==> config.mk <==
export PLATFORM = sky130hd
export DESIGN_NAME = addressable_led_pwm_encoder_unit
export DESIGN_NICKNAME = d
export VERILOG_FILES = /design/src/hw/rtl/aled_pkg.sv /design/src/hw/rtl/aled_regs.sv /design/src/hw/rtl/aled_front.sv /design/src/hw/rtl/aled_fifo.sv /design/src/hw/rtl/aled_back.sv /design/src/hw/rtl/addressable_led_pwm_encoder_unit.sv
export SDC_FILE = /design/constraint.sdc
export NUM_CORES = 2
export LEC_CHECK = 0
export ABC_AREA = 1
export ABC_CLOCK_PERIOD_IN_PS = 9200
export BUFFER_PORTS_ARGS = -buffer_cell sky130_fd_sc_hd__buf_4
export CAP_MARGIN = 20
export CORE_ASPECT_RATIO = 1.25
export CORE_UTILIZATION = 45
export CTS_CLUSTER_SIZE = 25
export DETAILED_ROUTE_END_ITERATION = 16
export GPL_TIMING_DRIVEN = 0
export PLACE_DENSITY = 0.59
export SYNTH_ARGS = -nofsm -noshare
export SYNTH_HDL_FRONTEND = slang
export SYNTH_HIERARCHICAL = 1
export SYNTH_SLANG_ARGS = --single-unit
export TNS_END_PERCENT = 5
==> constraint.sdc <==
create_clock -name clk -period 9.2 [get_ports clk]
set_input_delay 1.38 -clock clk [delete_from_list [all_inputs] [get_ports clk]]
set_output_delay 1.38 -clock clk [all_outputs]
set_load 0.01 [all_outputs]
==> src/hw/rtl/aled_pkg.sv <==
// Shared types, constants and arithmetic helpers for the addressable LED PWM encoder.
package aled_pkg;

  localparam int BITS_PER_PIXEL  = 24;
  localparam int MAX_LATCH       = 40;
  localparam int DEF_LATCH_SLOTS = 40;
  localparam int DEF_QUEUE_DEPTH = 2;

  localparam int CFG_ADDR_W = 3;
  localparam int CFG_DATA_W = 32;

  localparam logic [7:0]  BRIGHTNESS_RST = 8'd255;
  localparam logic [15:0] PERIOD_RST     = 16'd100;

  // Rounding offset, in percent of the period.
  localparam logic [21:0] ROUND_OFS = 22'd50;

  // Reciprocal of 100: floor(n * DIV100_MUL / 2^DIV100_SHIFT) equals n / 100
  // for every n below 2^22.
  localparam int          DIV100_SHIFT = 29;
  localparam logic [22:0] DIV100_MUL   = 23'd5368710;

  // Register indexes, decoded from address bit 2.
  typedef enum logic {
    REG_BRIGHTNESS = 1'b0,
    REG_PERIOD     = 1'b1
  } reg_idx_t;

  // Settings seen by the slot generator.
  typedef struct packed {
    logic [15:0] duty_one;
    logic [15:0] duty_zero;
  } duty_cfg_t;

  // One classified pixel waiting in the queue.
  typedef struct packed {
    logic [BITS_PER_PIXEL-1:0] grb;
    logic                      last;
  } pixel_entry_t;

  // channel * scale / 255, truncated, without a divider.
  function automatic logic [7:0] scale_ch(input logic [7:0] ch, input logic [7:0] scale);
    logic [15:0] prod;
    logic [16:0] sum;
    prod = {8'd0, ch} * {8'd0, scale};
    sum  = {1'b0, prod} + 17'd1 + {9'd0, prod[15:8]};
    return sum[15:8];
  endfunction

  // (n) / 100 for n below 2^22.
  function automatic logic [15:0] div100(input logic [21:0] n);
    logic [44:0] prod;
    prod = {23'd0, n} * {22'd0, DIV100_MUL};
    return prod[DIV100_SHIFT+15:DIV100_SHIFT];
  endfunction

endpackage

==> src/hw/rtl/aled_regs.sv <==
// Configuration registers and the derived bit-slot duty values.
module aled_regs (
  input  logic                              clk,
  input  logic                              rst_n,
  input  logic                              cfg_psel,
  input  logic                              cfg_penable,
  input  logic                              cfg_pwrite,
  input  logic [aled_pkg::CFG_ADDR_W-1:0]   cfg_paddr,
  input  logic [aled_pkg::CFG_DATA_W-1:0]   cfg_pwdata,
  output logic [aled_pkg::CFG_DATA_W-1:0]   cfg_prdata,
  output logic                              cfg_pready,
  output logic [7:0]                        brightness,
  output aled_pkg::duty_cfg_t               duty_cfg
);
  import aled_pkg::*;

  logic [7:0]  brightness_r, brightness_nxt;
  logic [15:0] period_r, period_nxt;
  duty_cfg_t   duty_r, duty_nxt;
  logic        wr_en;
  reg_idx_t    idx;

  assign cfg_pready = 1'b1;
  assign wr_en      = cfg_psel & cfg_penable & cfg_pwrite & cfg_pready;
  assign idx        = reg_idx_t'(cfg_paddr[2]);

  always_comb begin
    brightness_nxt = brightness_r;
    period_nxt     = period_r;
    cfg_prdata     = '0;
    case (idx)
      REG_BRIGHTNESS: begin
        cfg_prdata = {{(CFG_DATA_W-8){1'b0}}, brightness_r};
        if (wr_en) brightness_nxt = cfg_pwdata[7:0];
      end
      REG_PERIOD: begin
        cfg_prdata = {{(CFG_DATA_W-16){1'b0}}, period_r};
        if (wr_en) period_nxt = cfg_pwdata[15:0];
      end
      default: cfg_prdata = '0;
    endcase
  end

  // Duty values are registered from the period register and follow it in the cycle after; rounding is to nearest.
  always_comb begin
    duty_nxt.duty_one  = div100({period_r, 6'd0} + ROUND_OFS);
    duty_nxt.duty_zero = div100({1'b0, period_r, 5'd0} + ROUND_OFS);
  end

  always_ff @(posedge clk) begin
    if (!rst_n) begin
      brightness_r <= BRIGHTNESS_RST;
      period_r     <= PERIOD_RST;
    end else begin
      brightness_r <= brightness_nxt;
      period_r     <= period_nxt;
    end
    duty_r <= duty_nxt;
  end

  assign brightness = brightness_r;
  assign duty_cfg   = duty_r;

endmodule

==> src/hw/rtl/aled_front.sv <==
// Input stage: takes pixel beats, scales the channels and builds the GRB word.
module aled_front (
  input  logic                   clk,
  input  logic                   rst_n,
  input  logic                   in_tvalid,
  output logic                   in_tready,
  input  logic [23:0]            in_tdata,
  input  logic                   in_tlast,
  input  logic [7:0]             brightness,
  output logic                   push,
  output aled_pkg::pixel_entry_t push_data,
  input  logic                   q_full
);
  import aled_pkg::*;

  logic         fr_valid_r, fr_valid_nxt;
  pixel_entry_t fr_data_r;
  logic         take;

  assign push      = fr_valid_r & ~q_full;
  assign push_data = fr_data_r;
  assign in_tready = ~fr_valid_r | ~q_full;
  assign take      = in_tvalid & in_tready;

  always_comb begin
    fr_valid_nxt = fr_valid_r;
    if (take) begin
      fr_valid_nxt = 1'b1;
    end else if (push) begin
      fr_valid_nxt = 1'b0;
    end
  end

  always_ff @(posedge clk) begin
    if (!rst_n) begin
      fr_valid_r <= 1'b0;
    end else begin
      fr_valid_r <= fr_valid_nxt;
    end
    if (take) begin
      fr_data_r.grb  <= {scale_ch(in_tdata[15:8], brightness),
                         scale_ch(in_tdata[7:0], brightness),
                         scale_ch(in_tdata[23:16], brightness)};
      fr_data_r.last <= in_tlast;
    end
  end

endmodule

==> src/hw/rtl/aled_fifo.sv <==
// Small register queue between the input stage and the slot generator.
module aled_fifo #(
  parameter int DEPTH = aled_pkg::DEF_QUEUE_DEPTH
) (
  input  logic                   clk,
  input  logic                   rst_n,
  input  logic                   push,
  input  aled_pkg::pixel_entry_t push_data,
  output logic                   full,
  input  logic                   pop,
  output logic                   not_empty,
  output aled_pkg::pixel_entry_t pop_data
);
  import aled_pkg::*;

  localparam int PTR_W = (DEPTH > 1) ? $clog2(DEPTH) : 1;
  localparam int CNT_W = $clog2(DEPTH + 1);
  localparam logic [PTR_W-1:0] PTR_LAST = PTR_W'(DEPTH - 1);
  localparam logic [CNT_W-1:0] CNT_FULL = CNT_W'(DEPTH);

  pixel_entry_t     mem_r [DEPTH];
  logic [PTR_W-1:0] wr_ptr_r, wr_ptr_nxt, rd_ptr_r, rd_ptr_nxt;
  logic [CNT_W-1:0] count_r, count_nxt;

  assign full      = (count_r == CNT_FULL);
  assign not_empty = (count_r != '0);
  assign pop_data  = mem_r[rd_ptr_r];

  always_comb begin
    wr_ptr_nxt = wr_ptr_r;
    rd_ptr_nxt = rd_ptr_r;
    count_nxt  = count_r;
    if (push) wr_ptr_nxt = (wr_ptr_r == PTR_LAST) ? '0 : wr_ptr_r + 1'b1;
    if (pop)  rd_ptr_nxt = (rd_ptr_r == PTR_LAST) ? '0 : rd_ptr_r + 1'b1;
    if (push && !pop) count_nxt = count_r + 1'b1;
    else if (pop && !push) count_nxt = count_r - 1'b1;
  end

  always_ff @(posedge clk) begin
    if (!rst_n) begin
      wr_ptr_r <= '0;
      rd_ptr_r <= '0;
      count_r  <= '0;
    end else begin
      wr_ptr_r <= wr_ptr_nxt;
      rd_ptr_r <= rd_ptr_nxt;
      count_r  <= count_nxt;
    end
    if (push) mem_r[wr_ptr_r] <= push_data;
  end

  // The producer never writes into a full queue, the consumer never reads an empty one.
  a_no_overflow: assert property (@(posedge clk) disable iff (!rst_n) push |-> !full)
    else $error("queue written while full");
  a_no_underflow: assert property (@(posedge clk) disable iff (!rst_n) pop |-> not_empty)
    else $error("queue read while empty");

endmodule

==> src/hw/rtl/aled_back.sv <==
// Slot generator: turns queued pixels into one PWM compare value per cycle while the output accepts beats.
module aled_back #(
  parameter int LATCH_SLOTS = aled_pkg::DEF_LATCH_SLOTS
) (
  input  logic                   clk,
  input  logic                   rst_n,
  input  aled_pkg::duty_cfg_t    duty_cfg,
  input  logic                   q_not_empty,
  input  aled_pkg::pixel_entry_t q_data,
  output logic                   pop,
  output logic                   out_tvalid,
  input  logic                   out_tready,
  output logic [15:0]            out_tdata,
  output logic                   out_tlast
);
  import aled_pkg::*;

  // The latch gap is capped so that a pixel never yields more than 64 slots.
  localparam int LATCH_N   = (LATCH_SLOTS > MAX_LATCH) ? MAX_LATCH : LATCH_SLOTS;
  localparam int TOTAL_MAX = BITS_PER_PIXEL + LATCH_N;
  localparam int CNT_W     = $clog2(TOTAL_MAX);
  localparam logic [CNT_W-1:0] LAST_BIT  = CNT_W'(BITS_PER_PIXEL - 1);
  localparam logic [CNT_W-1:0] LAST_SLOT = CNT_W'(TOTAL_MAX - 1);
  localparam logic [CNT_W-1:0] NUM_BITS  = CNT_W'(BITS_PER_PIXEL);

  logic                      busy_r, busy_nxt;
  logic [CNT_W-1:0]          cnt_r, cnt_nxt;
  logic [BITS_PER_PIXEL-1:0] word_r, word_nxt;
  logic                      last_r, last_nxt;
  logic                      ovalid_r, ovalid_nxt;
  logic [15:0]               oduty_r, oduty_nxt;
  logic                      olast_r, olast_nxt;
  logic                      advance, final_slot;
  logic [CNT_W-1:0]          end_cnt;
  logic [15:0]               slot_duty;

  assign advance    = ~ovalid_r | out_tready;
  assign end_cnt    = last_r ? LAST_SLOT : LAST_BIT;
  assign final_slot = (cnt_r == end_cnt);
  assign slot_duty  = (cnt_r < NUM_BITS) ?
                      (word_r[BITS_PER_PIXEL-1] ? duty_cfg.duty_one : duty_cfg.duty_zero) :
                      16'd0;

  always_comb begin
    busy_nxt   = busy_r;
    cnt_nxt    = cnt_r;
    word_nxt   = word_r;
    last_nxt   = last_r;
    ovalid_nxt = ovalid_r & ~out_tready;
    oduty_nxt  = oduty_r;
    olast_nxt  = olast_r;
    pop        = 1'b0;
    if (busy_r && advance) begin
      ovalid_nxt = 1'b1;
      oduty_nxt  = slot_duty;
      olast_nxt  = final_slot;
      word_nxt   = {word_r[BITS_PER_PIXEL-2:0], 1'b0};
      cnt_nxt    = cnt_r + 1'b1;
      if (final_slot) begin
        // Chain straight into the next pixel so slots stay back to back.
        busy_nxt = q_not_empty;
        pop      = q_not_empty;
        word_nxt = q_data.grb;
        last_nxt = q_data.last;
        cnt_nxt  = '0;
      end
    end else if (!busy_r && q_not_empty) begin
      pop      = 1'b1;
      busy_nxt = 1'b1;
      word_nxt = q_data.grb;
      last_nxt = q_data.last;
      cnt_nxt  = '0;
    end
  end

  always_ff @(posedge clk) begin
    if (!rst_n) begin
      busy_r   <= 1'b0;
      cnt_r    <= '0;
      ovalid_r <= 1'b0;
    end else begin
      busy_r   <= busy_nxt;
      cnt_r    <= cnt_nxt;
      ovalid_r <= ovalid_nxt;
    end
    word_r  <= word_nxt;
    last_r  <= last_nxt;
    oduty_r <= oduty_nxt;
    olast_r <= olast_nxt;
  end

  assign out_tvalid = ovalid_r;
  assign out_tdata  = oduty_r;
  assign out_tlast  = olast_r;

  // Latch slots only ever follow the last pixel of a frame.
  a_latch_only_last: assert property (@(posedge clk) disable iff (!rst_n)
    (busy_r && cnt_r >= NUM_BITS) |-> last_r)
    else $error("latch slot for a pixel that is not last");
  // The slot counter never runs past the end of the current pixel.
  a_cnt_bound: assert property (@(posedge clk) disable iff (!rst_n)
    busy_r |-> (cnt_r <= end_cnt))
    else $error("slot counter past end of pixel");

endmodule

==> src/hw/rtl/addressable_led_pwm_encoder_unit.sv <==
// Top level of the addressable LED PWM bit encoder (GRB order, MSB first).
//
//  Channel | Direction | Beat contents
//  --------+-----------+-----------------------------------------------------
//  in_     | slave     | tdata[7:0] red, [15:8] green, [23:16] blue; tlast last pixel
//  out_    | master    | tdata[15:0] duty; tlast last slot of this pixel
//  cfg_    | APB slave | 0x0 brightness (8 bits), 0x4 timer period (16 bits)
//
// Each pixel produces 24 output beats, one per cycle while the output is not stalled,
// plus LATCH_SLOTS zero beats (capped at 40) after the last pixel of a frame.
// An accepted pixel passes the input register, the queue, the bit shift register
// and the slot register on its way to the output. Reset is synchronous and
// active low; it empties the pipeline and restores brightness 255 and period 100.
// Either side may stall: the queue lets the input stage keep accepting while
// the output is held, until the queue is full, and the output register holds
// its beat until taken.
module addressable_led_pwm_encoder_unit #(
  parameter int LATCH_SLOTS = aled_pkg::DEF_LATCH_SLOTS,
  parameter int QUEUE_DEPTH = aled_pkg::DEF_QUEUE_DEPTH
) (
  input  logic                            clk,
  input  logic                            rst_n,
  // Pixel input.
  input  logic                            in_tvalid,
  output logic                            in_tready,
  input  logic [23:0]                     in_tdata,   // red, green, blue from bit 0 up
  input  logic                            in_tlast,
  // Slot output.
  output logic                            out_tvalid,
  input  logic                            out_tready,
  output logic [15:0]                     out_tdata,  // duty
  output logic                            out_tlast,
  // Register access.
  input  logic                            cfg_psel,
  input  logic                            cfg_penable,
  input  logic                            cfg_pwrite,
  input  logic [aled_pkg::CFG_ADDR_W-1:0] cfg_paddr,
  input  logic [aled_pkg::CFG_DATA_W-1:0] cfg_pwdata,
  output logic [aled_pkg::CFG_DATA_W-1:0] cfg_prdata,
  output logic                            cfg_pready
);
  import aled_pkg::*;

  logic         [7:0] brightness;
  duty_cfg_t          duty_cfg;
  logic               push, q_full, q_pop, q_not_empty;
  pixel_entry_t       push_data, q_data;

  // Register file; it also precomputes the compare values for one and zero bits
  // so that the slot generator only has to select between them.
  aled_regs u_regs (
    .clk         (clk),
    .rst_n       (rst_n),
    .cfg_psel    (cfg_psel),
    .cfg_penable (cfg_penable),
    .cfg_pwrite  (cfg_pwrite),
    .cfg_paddr   (cfg_paddr),
    .cfg_pwdata  (cfg_pwdata),
    .cfg_prdata  (cfg_prdata),
    .cfg_pready  (cfg_pready),
    .brightness  (brightness),
    .duty_cfg    (duty_cfg)
  );

  // Front: scales each channel by brightness/255 and reorders to GRB.
  aled_front u_front (
    .clk        (clk),
    .rst_n      (rst_n),
    .in_tvalid  (in_tvalid),
    .in_tready  (in_tready),
    .in_tdata   (in_tdata),
    .in_tlast   (in_tlast),
    .brightness (brightness),
    .push       (push),
    .push_data  (push_data),
    .q_full     (q_full)
  );

  // Queue that decouples pixel intake from slot generation.
  aled_fifo #(
    .DEPTH (QUEUE_DEPTH)
  ) u_fifo (
    .clk       (clk),
    .rst_n     (rst_n),
    .push      (push),
    .push_data (push_data),
    .full      (q_full),
    .pop       (q_pop),
    .not_empty (q_not_empty),
    .pop_data  (q_data)
  );

  // Back: serializes 24 bits per pixel and appends the latch gap after the last pixel of a frame.
  aled_back #(
    .LATCH_SLOTS (LATCH_SLOTS)
  ) u_back (
    .clk         (clk),
    .rst_n       (rst_n),
    .duty_cfg    (duty_cfg),
    .q_not_empty (q_not_empty),
    .q_data      (q_data),
    .pop         (q_pop),
    .out_tvalid  (out_tvalid),
    .out_tready  (out_tready),
    .out_tdata   (out_tdata),
    .out_tlast   (out_tlast)
  );

endmodule

==> results.json <==
{
  "synth-seq-area-share_pct": 15.08,
  "r2r-start": "u_regs/period_r[0]$_SDFFE_PN0P_",
  "skew_ns": 0.01485,
  "fin_nets": 5294,
  "grt_antenna_before_repair": 0,
  "holdCritStartpoint": "u_front/push_data[10]$_DFFE_PP_",
  "synth-xor-area-share_pct": 1.797,
  "cts_tree": "yes",
  "dpl-instance-area_sq_mm": 0.03432,
  "grt_pass1_wl_um": 135000,
  "design_area_sq_mm": 0.03499,
  "period_share_pct": 90.91,
  "syn_area_sq_mm": 0.03259,
  "diodes": 0,
  "r2r-end": "u_regs/duty_cfg[7]$_DFF_P_",
  "maxCapViolCount": 0,
  "synth_edf_count": 117,
  "synth_top_area_share_pct": 23.90,
  "finalMaxSlewViolations": 0,
  "finalSetupViolations": 0,
  "post-place-ws_ns": 0.8054,
  "hold_viol": 0,
  "path_class": "flop to flop",
  "worst_slack_ns": 0.8360,
  "grt_max_degree": 26,
  "drive_gt1_share_pct": 4.730,
  "async_flop_share_pct": 0,
  "worstPathArrival_ns": 8.74,
  "crit_path_start_kind": "flop",
  "end_kind": "flop",
  "top_level_ports": 119,
  "rsz0062_at_grt": "no",
  "synth_seq_cells": 187,
  "yosysTopAreaCell": "fa_1",
  "max_stage_delay_ns": 1.01,
  "min_to": "u_fifo/mem_r[0][10]$_DFFE_PP_",
  "wire_per_inst_um": 15.45,
  "cp_top_family": "adder cells",
  "finalWirelength_um": 81530,
  "die_w_um": 242.7,
  "dr.pass1.iters": 8,
  "viasPerCell": 4.791,
  "crit_path_max_fanout": 14,
  "holdPathStages": 0,
  "grt_overflow_total": 0,
  "postSynthAreaPerCell_sq_um": 7.715,
  "cts-buffers-inserted": 17,
  "final_cell_mix": "1149 x nand2_1, 1110 x inv_1, 517 x ha_1",
  "fin_tns_setup_ns": 0,
  "grt_pass1_vias": 26210,
  "clk_latency_ns": 0.48,
  "dp_hpwl_um": 71210,
  "ys_types": 51,
  "syn_to_final_growth_pct": 7.356,
  "core.rowCount": 109,
  "cts_resized": 0,
  "gp_congestion": 0.9570,
  "drtIter0Drc": 1254,
  "slowest_stage": "dfxtp_1",
  "cts_root_buf": "clkbuf_16",
  "final_core_util_pct": 49.14,
  "numPortBuffers": 58,
  "critPathRequiredTime_ns": 9.57,
  "die_area_sq_mm": 0.07351,
  "core_sq_mm": 0.07119,
  "min_period_ns": 8.364,
  "cts_hold_buf": 0,
  "synth_top_family_by_area": "adder cells",
  "synth_flop_cell": "edfxtp_1",
  "fmax_mhz": 119.6,
  "yosysWarnings": 6,
  "cts.path.max_buffers": 2,
  "reg2reg_slack_ns": 0.84,
  "die_y_um": 302.9,
  "clkTransAtPathRegs_ns": 0.08,
  "worst_hold_path_type": "flop to flop",
  "reg2reg_depth": 26,
  "initial_core_util_pct": 45.78,
  "maxSlewHeadroom_pct": 30.49,
  "synth_compound_area_share_pct": 3.229,
  "ant_nets": 0,
  "synth_area_leaders": "fa_1 24%, ha_1 20%, nand2_1 13%",
  "post_cts_buffers": 0,
  "drc": 0,
  "synth-adder-area-share_pct": 43.75,
  "path_buf_inv": 5,
  "nFillCells": 7206,
  "synthMuxAreaShare_pct": 1.094,
  "final_common_cell": "nand2_1",
  "tightest_slew_ns": 1.041,
  "grt_use_total_pct": 23.38,
  "vias": 25280,
  "clock-sinks": 187,
  "h-tree-depth": 4,
  "netlist_instances": 4224,
  "status": "complete, no violations",
  "yosys.area_share.simple_pct": 20.82
}
Yosys cell counts, types with 19 or more instances:
cell,instances
nand4_1,40
fa_1,389
clkbuf_1,38
nor2_1,240
nand2_1,1149
o21ai_0,45
a21oi_1,119
mux2_4,20
ha_1,517
xor2_1,33
nand3_1,182
edfxtp_1,117
dfxtp_1,70
inv_1,1110
buf_4,19
routing by layer:
metal | routed length [um] | vias up | GRT usage [%]
met5 | 0 | - | 0
met4 | 1949 | 0 | 6.439
met3 | 1977 | 102 | 1.822
met2 | 41200 | 371 | 43.23
met1 | 36400 | 11910 | 29.17
li1 | - | 12900 | -
layout make-up:
| cell class | instances | area (sq um) | area share, % |
|---|---|---|---|
| clock buffers | 17 | 425.4 | 1.216 |
| clock inverters | 15 | 201.4 | 0.5758 |
| well taps | 943 | 1180 | 3.372 |
| flip-flops and latches | 187 | 4915 | 14.05 |
| plain buffers | 77 | 440.4 | 1.259 |
| inverters | 1114 | 4189 | 11.97 |
| multi-input cells | 2861 | 23110 | 66.05 |
| repair buffers | 63 | 528.0 | 1.509 |
flip-flops by register name (all words and copies together) (netlist names), 2 cells and up, named ones only:
signal,cells
u_fifo/mem_r,50
u_fifo/count_r,2
u_regs/duty_cfg,32
u_regs/brightness,8
u_regs/period_r,16
u_back/out_tdata,16
u_front/push_data,25
u_back/cnt_r,6
u_back/word_r,24
logic make-up (layout without fill, tap and decap cells):
| kind of cell | after synthesis | count (layout) |
|---|---|---|
| compound gates | 194 | 194 |
| fa+ha+maj | 906 | 906 |
| mux | 25 | 25 |
| other cells | 2 | 17 |
| simple gates | 1665 | 1665 |
| xor+xnor | 54 | 54 |
| flops | 187 | 187 |
| buf+inv | 1191 | 1286 |
per-stage QoR:
step	hold slack, ns	cells
after CTS	0.4430	5275
after global placement	0.4229	5240
after floorplan	0.4215	4239
final	0.4456	5277
after global routing	0.4515	5277
after detailed placement	0.4297	5243
worst max-delay path by stage:
stage	start	to	cells after the start
floorplan	u_regs/period_r[0]$_SDFFE_PN0P_	u_regs/duty_cfg[6]$_DFF_P_	28
global placement	u_regs/period_r[0]$_SDFFE_PN0P_	u_regs/duty_cfg[7]$_DFF_P_	26
detailed placement	u_regs/period_r[0]$_SDFFE_PN0P_	u_regs/duty_cfg[7]$_DFF_P_	24
CTS	u_regs/period_r[0]$_SDFFE_PN0P_	u_regs/duty_cfg[7]$_DFF_P_	24
global route	u_regs/period_r[0]$_SDFFE_PN0P_	u_regs/duty_cfg[7]$_DFF_P_	26
finish	u_regs/period_r[0]$_SDFFE_PN0P_	u_regs/duty_cfg[7]$_DFF_P_	26
Power is not shown: default switching activity piles up to over one toggle a cycle in this logic, so the estimate is an artifact.
